--- config.mk ---
export PLATFORM = sky130hd
export DESIGN_NAME = iqr_trimmed_mean_outlier_flag_top
export DESIGN_NICKNAME = d
export VERILOG_FILES = /design/src/rtl/iqrtm_pkg.sv /design/src/rtl/iqr_trimmed_mean_outlier_flag_top.sv /design/src/rtl/iqrtm_ram.sv /design/src/rtl/iqrtm_div.sv
export SDC_FILE = /design/constraint.sdc
export NUM_CORES = 2
export LEC_CHECK = 0
export BUFFER_PORTS_ARGS = -buffer_cell sky130_fd_sc_hd__buf_2
export CORE_ASPECT_RATIO = 1.4
export CORE_MARGIN = 2
export CORE_UTILIZATION = 63
export DETAILED_ROUTE_END_ITERATION = 6
export PLACE_DENSITY_LB_ADDON = 0.2
export REMOVE_ABC_BUFFERS = 1
export SLEW_MARGIN = 20
export SYNTH_ARGS = -nofsm -noshare
export SYNTH_HDL_FRONTEND = slang
export SYNTH_SLANG_ARGS = --single-unit
--- constraint.sdc ---
create_clock -name clk -period 9.1 [get_ports clk]
set_input_delay 1.365 -clock clk [delete_from_list [all_inputs] [get_ports clk]]
set_output_delay 1.365 -clock clk [all_outputs]
set_load 0.005 [all_outputs]
--- src/rtl/iqrtm_pkg.sv ---
// ----------------------------------------------------------------------------
// iqrtm_pkg: shared types and constants
// Field widths, status codes, result kinds and sequencer states of the
// interquartile trimmed-mean outlier flagger.
// ----------------------------------------------------------------------------
package iqrtm_pkg;

	localparam int COV_W  = 24;
	localparam int IDX_W  = 6;
	localparam int MEAN_W = 16;
	localparam int PROD_W = 28;
	localparam int MIN_VALUES = 4;

	typedef enum logic [1:0] {
		ST_OK    = 2'd0,
		ST_FEW   = 2'd1,
		ST_EMPTY = 2'd2,
		ST_OVF   = 2'd3
	} status_t;

	typedef enum logic {
		KIND_OUTLIER = 1'b0,
		KIND_SUMMARY = 1'b1
	} kind_t;

	typedef enum logic [3:0] {
		S_LOAD,
		S_CLOSE,
		S_CAND_A,
		S_CAND_D,
		S_INNER_A,
		S_INNER_D,
		S_EVAL,
		S_SUM_A,
		S_SUM_D,
		S_CHECK,
		S_DIV_WAIT,
		S_THRESH,
		S_SCAN_A,
		S_SCAN_D,
		S_SUMMARY
	} state_t;

endpackage

--- src/rtl/iqr_trimmed_mean_outlier_flag_top.sv ---
// ----------------------------------------------------------------------------
// iqr_trimmed_mean_outlier_flag_top: interquartile trimmed mean and outliers
// Loads a set of Q16.8 coverage values, finds the rank-Q1 and rank-Q3
// values, averages the values strictly between them and reports the values
// far below or above that mean, then one summary transfer.
// ----------------------------------------------------------------------------
// Values are taken one per cycle until the transfer with tlast. The set is
// then processed while the input is held off: ranking compares each stored
// value against all others through the single read port of the value store,
// the band sum reads each value once, the mean division gives one quotient
// bit per cycle (16 plus log2(MAX_ITEMS + 1) rounded up bits, 22 for 32
// items), and the outlier scan reads each value once, holding an outlier
// while the output is stalled. Sets with too few values or with dropped
// values give only the summary transfer, by way of S_CLOSE and S_SUMMARY.
// A set with an empty middle band gives only the summary transfer, right
// after the ranking and the band sum. Input is accepted again once the
// summary has been placed in the output register.
// ----------------------------------------------------------------------------
module iqr_trimmed_mean_outlier_flag_top #(
	parameter int MAX_ITEMS = 32
) (
	input  logic        clk,
	input  logic        arst_n,
	input  logic        s_tvalid,
	output logic        s_tready,
	input  logic [23:0] s_tdata,   // [23:0] coverage
	input  logic        s_tlast,   // end_of_set
	output logic        m_tvalid,
	input  logic        m_tready,
	output logic [23:0] m_tdata,   // [5:0] chromosome_index, [21:6] mean_coverage,
	                               // [23:22] status
	output logic        m_tlast,   // last_result
	output logic        m_tuser    // kind
);

	import iqrtm_pkg::*;

	localparam int AW  = $clog2(MAX_ITEMS);
	localparam int CW  = $clog2(MAX_ITEMS + 1);
	localparam int SW  = COV_W + CW;
	localparam int NW  = SW - 8;

	state_t state_q, state_d;

	logic [CW-1:0]     count_q;
	logic              ovf_q;
	logic [AW-1:0]     i_q;
	logic [AW-1:0]     j_q;
	logic [AW-1:0]     last_idx;
	logic [CW-1:0]     q1_q;
	logic [CW-1:0]     q3_q;
	logic [CW-1:0]     lt_q;
	logic [CW-1:0]     le_q;
	logic [COV_W-1:0]  cand_q;
	logic [COV_W-1:0]  lo_q;
	logic [COV_W-1:0]  hi_q;
	logic [SW-1:0]     sum_q;
	logic [CW-1:0]     mcnt_q;
	logic [MEAN_W-1:0] mean_q;
	logic [PROD_W-1:0] thr_lo_q;
	logic [PROD_W-1:0] thr_hi_q;
	status_t           status_q;

	logic              out_valid_q;
	logic [23:0]       out_data_q;
	logic              out_last_q;
	logic              out_kind_q;

	logic              s_fire;
	logic              store_we;
	logic [AW-1:0]     raddr;
	logic [COV_W-1:0]  rdata;
	logic              push_ok;
	logic              push;
	logic              push_summary;
	logic              div_start;
	logic              div_done;
	logic [NW-1:0]     div_quo;
	logic [SW-1:0]     num_full;
	logic [CW-1:0]     q1_w;
	logic [CW-1:0]     q2_w;
	logic [CW:0]       q3_w;
	logic [PROD_W-1:0] v10;
	logic              outlier;
	logic              last_step;

	assign s_tready = (state_q == S_LOAD);
	assign s_fire   = s_tvalid && s_tready;
	assign store_we = s_fire && (count_q < CW'(MAX_ITEMS));
	assign last_idx = AW'(count_q - 1'b1);
	assign push_ok  = !out_valid_q || m_tready;

	assign raddr = (state_q == S_INNER_A || state_q == S_INNER_D) ? j_q : i_q;

	iqrtm_ram #(
		.WIDTH(COV_W),
		.DEPTH(MAX_ITEMS)
	) u_store (
		.clk  (clk),
		.we   (store_we),
		.waddr(count_q[AW-1:0]),
		.wdata(s_tdata[COV_W-1:0]),
		.raddr(raddr),
		.rdata(rdata)
	);

	assign num_full = sum_q + SW'({mcnt_q, 7'b0});

	iqrtm_div #(
		.NW(NW),
		.DW(CW)
	) u_div (
		.clk   (clk),
		.arst_n(arst_n),
		.start (div_start),
		.num   (num_full[SW-1:8]),
		.den   (mcnt_q),
		.done  (div_done),
		.quo   (div_quo)
	);

	assign q1_w = count_q >> 2;
	assign q2_w = count_q >> 1;
	assign q3_w = {1'b0, q2_w} + {1'b0, (q1_w == '0) ? CW'(1) : q1_w};

	assign v10     = PROD_W'({rdata, 3'b0}) + PROD_W'({rdata, 1'b0});
	assign outlier = (v10 < thr_lo_q) || (v10 > thr_hi_q);
	assign last_step = (i_q == last_idx);

	always_ff @(posedge clk or negedge arst_n) begin
		if (!arst_n) begin
			state_q <= S_LOAD;
		end else begin
			state_q <= state_d;
		end
	end

	always_comb begin
		state_d      = state_q;
		push         = 1'b0;
		push_summary = 1'b0;
		div_start    = 1'b0;
		case (state_q)
			S_LOAD: begin
				if (s_fire && s_tlast) begin
					state_d = S_CLOSE;
				end
			end
			S_CLOSE: begin
				if (ovf_q || count_q < CW'(MIN_VALUES)) begin
					state_d = S_SUMMARY;
				end else begin
					state_d = S_CAND_A;
				end
			end
			S_CAND_A:  state_d = S_CAND_D;
			S_CAND_D:  state_d = S_INNER_A;
			S_INNER_A: state_d = S_INNER_D;
			S_INNER_D: begin
				state_d = (j_q == last_idx) ? S_EVAL : S_INNER_A;
			end
			S_EVAL: begin
				state_d = last_step ? S_SUM_A : S_CAND_A;
			end
			S_SUM_A: state_d = S_SUM_D;
			S_SUM_D: begin
				state_d = last_step ? S_CHECK : S_SUM_A;
			end
			S_CHECK: begin
				if (mcnt_q == '0) begin
					state_d = S_SUMMARY;
				end else begin
					div_start = 1'b1;
					state_d   = S_DIV_WAIT;
				end
			end
			S_DIV_WAIT: begin
				if (div_done) begin
					state_d = S_THRESH;
				end
			end
			S_THRESH: state_d = S_SCAN_A;
			S_SCAN_A: state_d = S_SCAN_D;
			S_SCAN_D: begin
				if (!outlier || push_ok) begin
					push    = outlier;
					state_d = last_step ? S_SUMMARY : S_SCAN_A;
				end
			end
			S_SUMMARY: begin
				if (push_ok) begin
					push         = 1'b1;
					push_summary = 1'b1;
					state_d      = S_LOAD;
				end
			end
			default: state_d = S_LOAD;
		endcase
	end

	always_ff @(posedge clk or negedge arst_n) begin
		if (!arst_n) begin
			count_q     <= '0;
			ovf_q       <= 1'b0;
			out_valid_q <= 1'b0;
		end else begin
			if (store_we) begin
				count_q <= count_q + 1'b1;
			end else if (s_fire) begin
				ovf_q <= 1'b1;
			end
			if (push_summary) begin
				count_q <= '0;
				ovf_q   <= 1'b0;
			end
			if (push) begin
				out_valid_q <= 1'b1;
			end else if (m_tready) begin
				out_valid_q <= 1'b0;
			end
		end
	end

	always_ff @(posedge clk) begin
		case (state_q)
			S_CLOSE: begin
				i_q  <= '0;
				q1_q <= q1_w;
				q3_q <= (q3_w >= {1'b0, count_q}) ? CW'(count_q - 1'b1) : q3_w[CW-1:0];
				if (ovf_q) begin
					status_q <= ST_OVF;
				end else begin
					status_q <= ST_FEW;
				end
			end
			S_CAND_D: begin
				cand_q <= rdata;
				j_q    <= '0;
				lt_q   <= '0;
				le_q   <= '0;
			end
			S_INNER_D: begin
				if (rdata < cand_q) begin
					lt_q <= lt_q + 1'b1;
				end
				if (rdata <= cand_q) begin
					le_q <= le_q + 1'b1;
				end
				j_q <= j_q + 1'b1;
			end
			S_EVAL: begin
				if (lt_q <= q1_q && q1_q < le_q) begin
					lo_q <= cand_q;
				end
				if (lt_q <= q3_q && q3_q < le_q) begin
					hi_q <= cand_q;
				end
				if (last_step) begin
					i_q    <= '0;
					sum_q  <= '0;
					mcnt_q <= '0;
				end else begin
					i_q <= i_q + 1'b1;
				end
			end
			S_SUM_D: begin
				if (rdata > lo_q && rdata < hi_q) begin
					sum_q  <= sum_q + SW'(rdata);
					mcnt_q <= mcnt_q + 1'b1;
				end
				i_q <= i_q + 1'b1;
			end
			S_CHECK: begin
				status_q <= ST_EMPTY;
			end
			S_DIV_WAIT: begin
				if (div_done) begin
					mean_q <= (|div_quo[NW-1:MEAN_W]) ? '1 : div_quo[MEAN_W-1:0];
				end
			end
			S_THRESH: begin
				thr_lo_q <= PROD_W'({mean_q, 10'b0}) + PROD_W'({mean_q, 9'b0});
				thr_hi_q <= PROD_W'({mean_q, 12'b0}) - PROD_W'({mean_q, 9'b0});
				status_q <= ST_OK;
				i_q      <= '0;
			end
			S_SCAN_D: begin
				if (!outlier || push_ok) begin
					i_q <= i_q + 1'b1;
				end
			end
			default: begin
			end
		endcase

		if (push) begin
			if (push_summary) begin
				out_kind_q <= KIND_SUMMARY;
				out_last_q <= 1'b1;
				out_data_q <= {status_q, (status_q == ST_OK) ? mean_q : MEAN_W'(0),
					IDX_W'(0)};
			end else begin
				out_kind_q <= KIND_OUTLIER;
				out_last_q <= 1'b0;
				out_data_q <= {ST_OK, mean_q, IDX_W'(i_q)};
			end
		end
	end

	assign m_tvalid = out_valid_q;
	assign m_tdata  = out_data_q;
	assign m_tlast  = out_last_q;
	assign m_tuser  = out_kind_q;

endmodule

--- src/rtl/iqrtm_ram.sv ---
// ----------------------------------------------------------------------------
// iqrtm_ram: generic single-port-write, single-port-read RAM
// One write and one registered read per cycle.
// ----------------------------------------------------------------------------
module iqrtm_ram #(
	parameter int WIDTH = 24,
	parameter int DEPTH = 32
) (
	input  logic                     clk,
	input  logic                     we,
	input  logic [$clog2(DEPTH)-1:0] waddr,
	input  logic [WIDTH-1:0]         wdata,
	input  logic [$clog2(DEPTH)-1:0] raddr,
	output logic [WIDTH-1:0]         rdata
);

	logic [WIDTH-1:0] mem [DEPTH];

	always_ff @(posedge clk) begin
		if (we) begin
			mem[waddr] <= wdata;
		end
		rdata <= mem[raddr];
	end

endmodule

--- src/rtl/iqrtm_div.sv ---
// ----------------------------------------------------------------------------
// iqrtm_div: iterative restoring divider
// Produces one quotient bit per cycle; done pulses when the quotient is final.
// ----------------------------------------------------------------------------
module iqrtm_div #(
	parameter int NW = 22,
	parameter int DW = 6
) (
	input  logic          clk,
	input  logic          arst_n,
	input  logic          start,
	input  logic [NW-1:0] num,
	input  logic [DW-1:0] den,
	output logic          done,
	output logic [NW-1:0] quo
);

	localparam int CW = $clog2(NW);

	logic          busy_q;
	logic          done_q;
	logic [CW-1:0] cnt_q;
	logic [NW-1:0] quo_q;
	logic [DW-1:0] rem_q;
	logic [DW-1:0] den_q;
	logic [DW:0]   trial;
	logic          fits;

	assign trial = {rem_q, quo_q[NW-1]};
	assign fits  = trial >= {1'b0, den_q};

	always_ff @(posedge clk or negedge arst_n) begin
		if (!arst_n) begin
			busy_q <= 1'b0;
			done_q <= 1'b0;
			cnt_q  <= '0;
		end else begin
			done_q <= 1'b0;
			if (start) begin
				busy_q <= 1'b1;
				cnt_q  <= '0;
			end else if (busy_q) begin
				if (cnt_q == CW'(NW - 1)) begin
					busy_q <= 1'b0;
					done_q <= 1'b1;
				end
				cnt_q <= cnt_q + 1'b1;
			end
		end
	end

	always_ff @(posedge clk) begin
		if (start) begin
			quo_q <= num;
			rem_q <= '0;
			den_q <= den;
		end else if (busy_q) begin
			quo_q <= {quo_q[NW-2:0], fits};
			rem_q <= fits ? DW'(trial - {1'b0, den_q}) : trial[DW-1:0];
		end
	end

	assign done = done_q;
	assign quo  = quo_q;

endmodule

==> flow_summary.yaml <==
critical_path:
  cpLargestDelayFamily: "compound AO/OA/AOI/OAI gates"
  endpoint_kind: "register"
  worstSetupPathType: "reg -> reg"
  crit_chain: "ha_1 -> a2111o_1 -> o21bai_1 -> a31o_2 -> a21oi_1 -> a21o_1 -> o21ai_0 -> a41oi_1 -> xnor2_1 -> ha_1 -> nand4_1 -> nor3_1 -> o21ai_0 -> o21a_1 -> a41oi_1 -> nor2_1 -> o41ai_2 -> buf_4"
  reg2reg_slack_ns: 2.71
  timing.rr.start: "u_store.rdata[6]$_DFF_P_"
  path_buf_inv: 1
  worst_ep_required_time_ns: 9.43
  arrival_ns: 6.72
  timing.critical_path.from_type: "register"
  cp_max_fo: 18
  reg2regPathDepth: 18
  slowest_stage: "o41ai_2"
  reg2reg_to: "m_tdata[14]$_DFFE_PP_"
  max_stage_delay_ns: 0.81
min_path:
  worst_hold_startpoint: "u_div.rem_q[5]$_SDFFE_PP0P_"
  hold_depth: 2
  whs_endpoint: "u_div.rem_q[5]$_SDFFE_PP0P_"
  hp-class: "reg -> reg"
finish:
  stdcell_count: 4387
  fin_area_sq_um: 53100
  fin_nets: 3611
  seqCellArea_sq_um: 31500
  area.growth.synth_to_final_pct: 10.1
  multi_input_comb_area_sq_um: 15700
  final.fill_count: 4991
  drive_gt1_share_pct: 15.8
placement:
  io_buffers: 55
  dp.cells: 4207
  placed_area_sq_um: 49900
  dp_hpwl_um: 74200
  finalWeightedCongestion: 0.954
timing:
  setup_viol: 0
  maxSlewHeadroom_pct: 32.2
  period_minus_slack_ns: 6.39
  fmax_ghz: 0.156
  finalHoldViolCount: 0
  finClkSkew_ns: 0.0221
  tightest_slew_ns: 1.02
  drv_slew: 0
  fin_crit_sh_pct: 70.2
  rsz0062_at_grt: "false"
routing:
  drc: 0
  drtAntennaViolNets: 0
  wl_per_cell_um: 27.5
  via_per_inst: 6.46
  routed_wl_um: 121000
  drt_iter0_drc: 2824
  vias: 28400
  first_pass_iters: 6
yosys:
  synth_area_leaders: "edfxtp_1 63%, mux4_2 9.0%, ha_1 6.4%"
  yosys_warnings: 0
  synth.distinct_cells: 76
  synth_edf_count: 1013
  synthArstFlopShare_pct: 1.79
  yosysSeqAreaShare_pct: 65.3
  synth_common_cells: "1013 x edfxtp_1, 334 x nand2_1, 245 x ha_1"
  synth_top_flop_cell: "edfxtp_1"
  yosysMostFrequentCell: "edfxtp_1"
  synth_cells: 3231
  avgSynthCellArea_sq_um: 14.9
  synth_area_sq_um: 48200
  synth_top_cell_by_area: "edfxtp_1"
  ys_ff_latch: 1062
  yosysTopAreaCellShare_pct: 63.1
clock_tree:
  cts_setup_buffers: 0
  insertion_delay_ns: 0.67
  cts_resized: 0
  clockBufferDepth: 3
  htreeDepth: 3
  cts_root_buffer: "clkbuf_16"
  tritoncts: "built"
  cts_inserted_buffers: 98
  postCtsHoldBufs: 0
  clk_pin_slew_ns: 0.06
  cts.sinks: 1062
global_routing:
  grt_pass1_vias: 29000
  antenna_found_initial: 7
  grt_overflow: 0
  grt_max_degree: 141
  grt_first_pass_wirelength_um: 179000
  grtUsageTotal_pct: 31.1
die:
  die_width_um: 238
  io_pins: 57
  die_area_sq_um: 78800
  initial_core_util_pct: 63.3
  core_area_sq_um: 76100
  rows: 120
  die_height_um: 331
job:
  cap_violations: 0
run_status:
  status: "completed"
power_and_ir_drop:
  power_density_nw_per_um2: 333
  peakVddDrop_mv: 0.350
  leakagePower_nw: 19.1
-- metal layers --
layer	share of wire [%]	vias up	track usage (%)
met3	6.5	306	4.20
met5	0.0099	-	0
li1	-	12500	-
met4	5.3	2	15.7
met1	34	14300	36.1
met2	54	1310	56.2
-- cell families after synthesis --
logic type               after synthesis  share of synthesized area, %
XOR/XNOR                             130                          2.36
multiplexers                         213                          9.43
flip-flops                          1062                          65.3
AO/OA/AOI/OAI                        410                          5.28
AND/OR/NAND/NOR                      868                          8.31
buffers and inverters                296                          2.68
adder cells (fa/ha/maj)              251                          6.61
other                                  1                       0.00778
-- state kept, by name, indices dropped and copies added, names as in the netlist, 16 cells and up --
signal / cells
u_store.mem: 768
m_tdata: 23
thr_hi_q: 19
thr_lo_q: 16
u_div.quo: 22
hi_q: 24
lo_q: 24
mean_q: 16
u_store.rdata: 24
sum_q: 30
cand_q: 24
-- report_power, final --
group / internal, mW / switching, mW / leakage [nW]
combinational: 2.99 / 4.28 / 7.93
sequential: 5.84 / 0.441 / 9.61
clock: 2.36 / 1.78 / 1.57
-- worst register-to-register path: cells and delay by family (launching register included) --
kind / cells / cell delay (ns)
compound gates: 11 / 3.48
xor+xnor: 1 / 0.14
fa+ha+maj: 2 / 0.75
buf+inv: 1 / 0.43
flops: 1 / 0.52
simple gates: 3 / 0.72
-- layout by cell type, fill, tap and decap left out, types with 54 or more instances in the layout --
cell type  instances
o21ai_0          105
mux4_2           192
inv_1            183
a21o_1            54
edfxtp_1        1013
clkbuf_16         98
nor2_1           123
xnor2_1           83
nand3_1          158
nand2_1          334
buf_2             55
a21oi_1          107
ha_1             245
-- per-stage QoR --
stage / hold WS (ns) / worst slack (ns) / util, % / setup TNS [ns] / total power, mW
6_report: 0.479 / 2.71 / 69.7 / 0 / 17.7
3_5_place_dp: 0.460 / 2.65 / 65.5 / 0 / 13.6
4_1_cts: 0.480 / 2.64 / 69.7 / 0 / 17.8
3_3_place_gp: 0.459 / 2.82 / 65.4 / 0 / 13.4
2_1_floorplan: 0.445 / -11.02 / - / -264.40 / 11.5
5_1_grt: 0.504 / 2.34 / 69.7 / 0 / 18.7
-- worst max path at each step --
stage,start,end,slack (ns),depth (start not counted)
2_1_floorplan,state_q[3]$_DFFE_PN0P_,u_store.rdata[0]$_DFF_P_,-11.02,8
3_3_place_gp,u_store.rdata[6]$_DFF_P_,m_tdata[6]$_DFFE_PP_,2.82,18
3_5_place_dp,u_store.rdata[6]$_DFF_P_,m_tdata[7]$_DFFE_PP_,2.65,18
4_1_cts,u_store.rdata[6]$_DFF_P_,m_tdata[14]$_DFFE_PP_,2.64,18
5_1_grt,u_store.rdata[4]$_DFF_P_,m_tdata[14]$_DFFE_PP_,2.34,18
6_report,u_store.rdata[6]$_DFF_P_,m_tdata[14]$_DFFE_PP_,2.71,18
-- final cells by class --
| cell class | instances | area share, % |
|---|---|---|
| multi-input cells | 1873 | 29.6 |
| repair buffers | 109 | 1.40 |
| well taps | 976 | 2.30 |
| flip-flops and latches | 1062 | 59.3 |
| clock buffers | 120 | 4.87 |
| diodes | 4 | 0.0189 |
| clock inverters | 56 | 1.17 |
| inverters | 187 | 1.32 |
(Power assumes the default switching activity.)
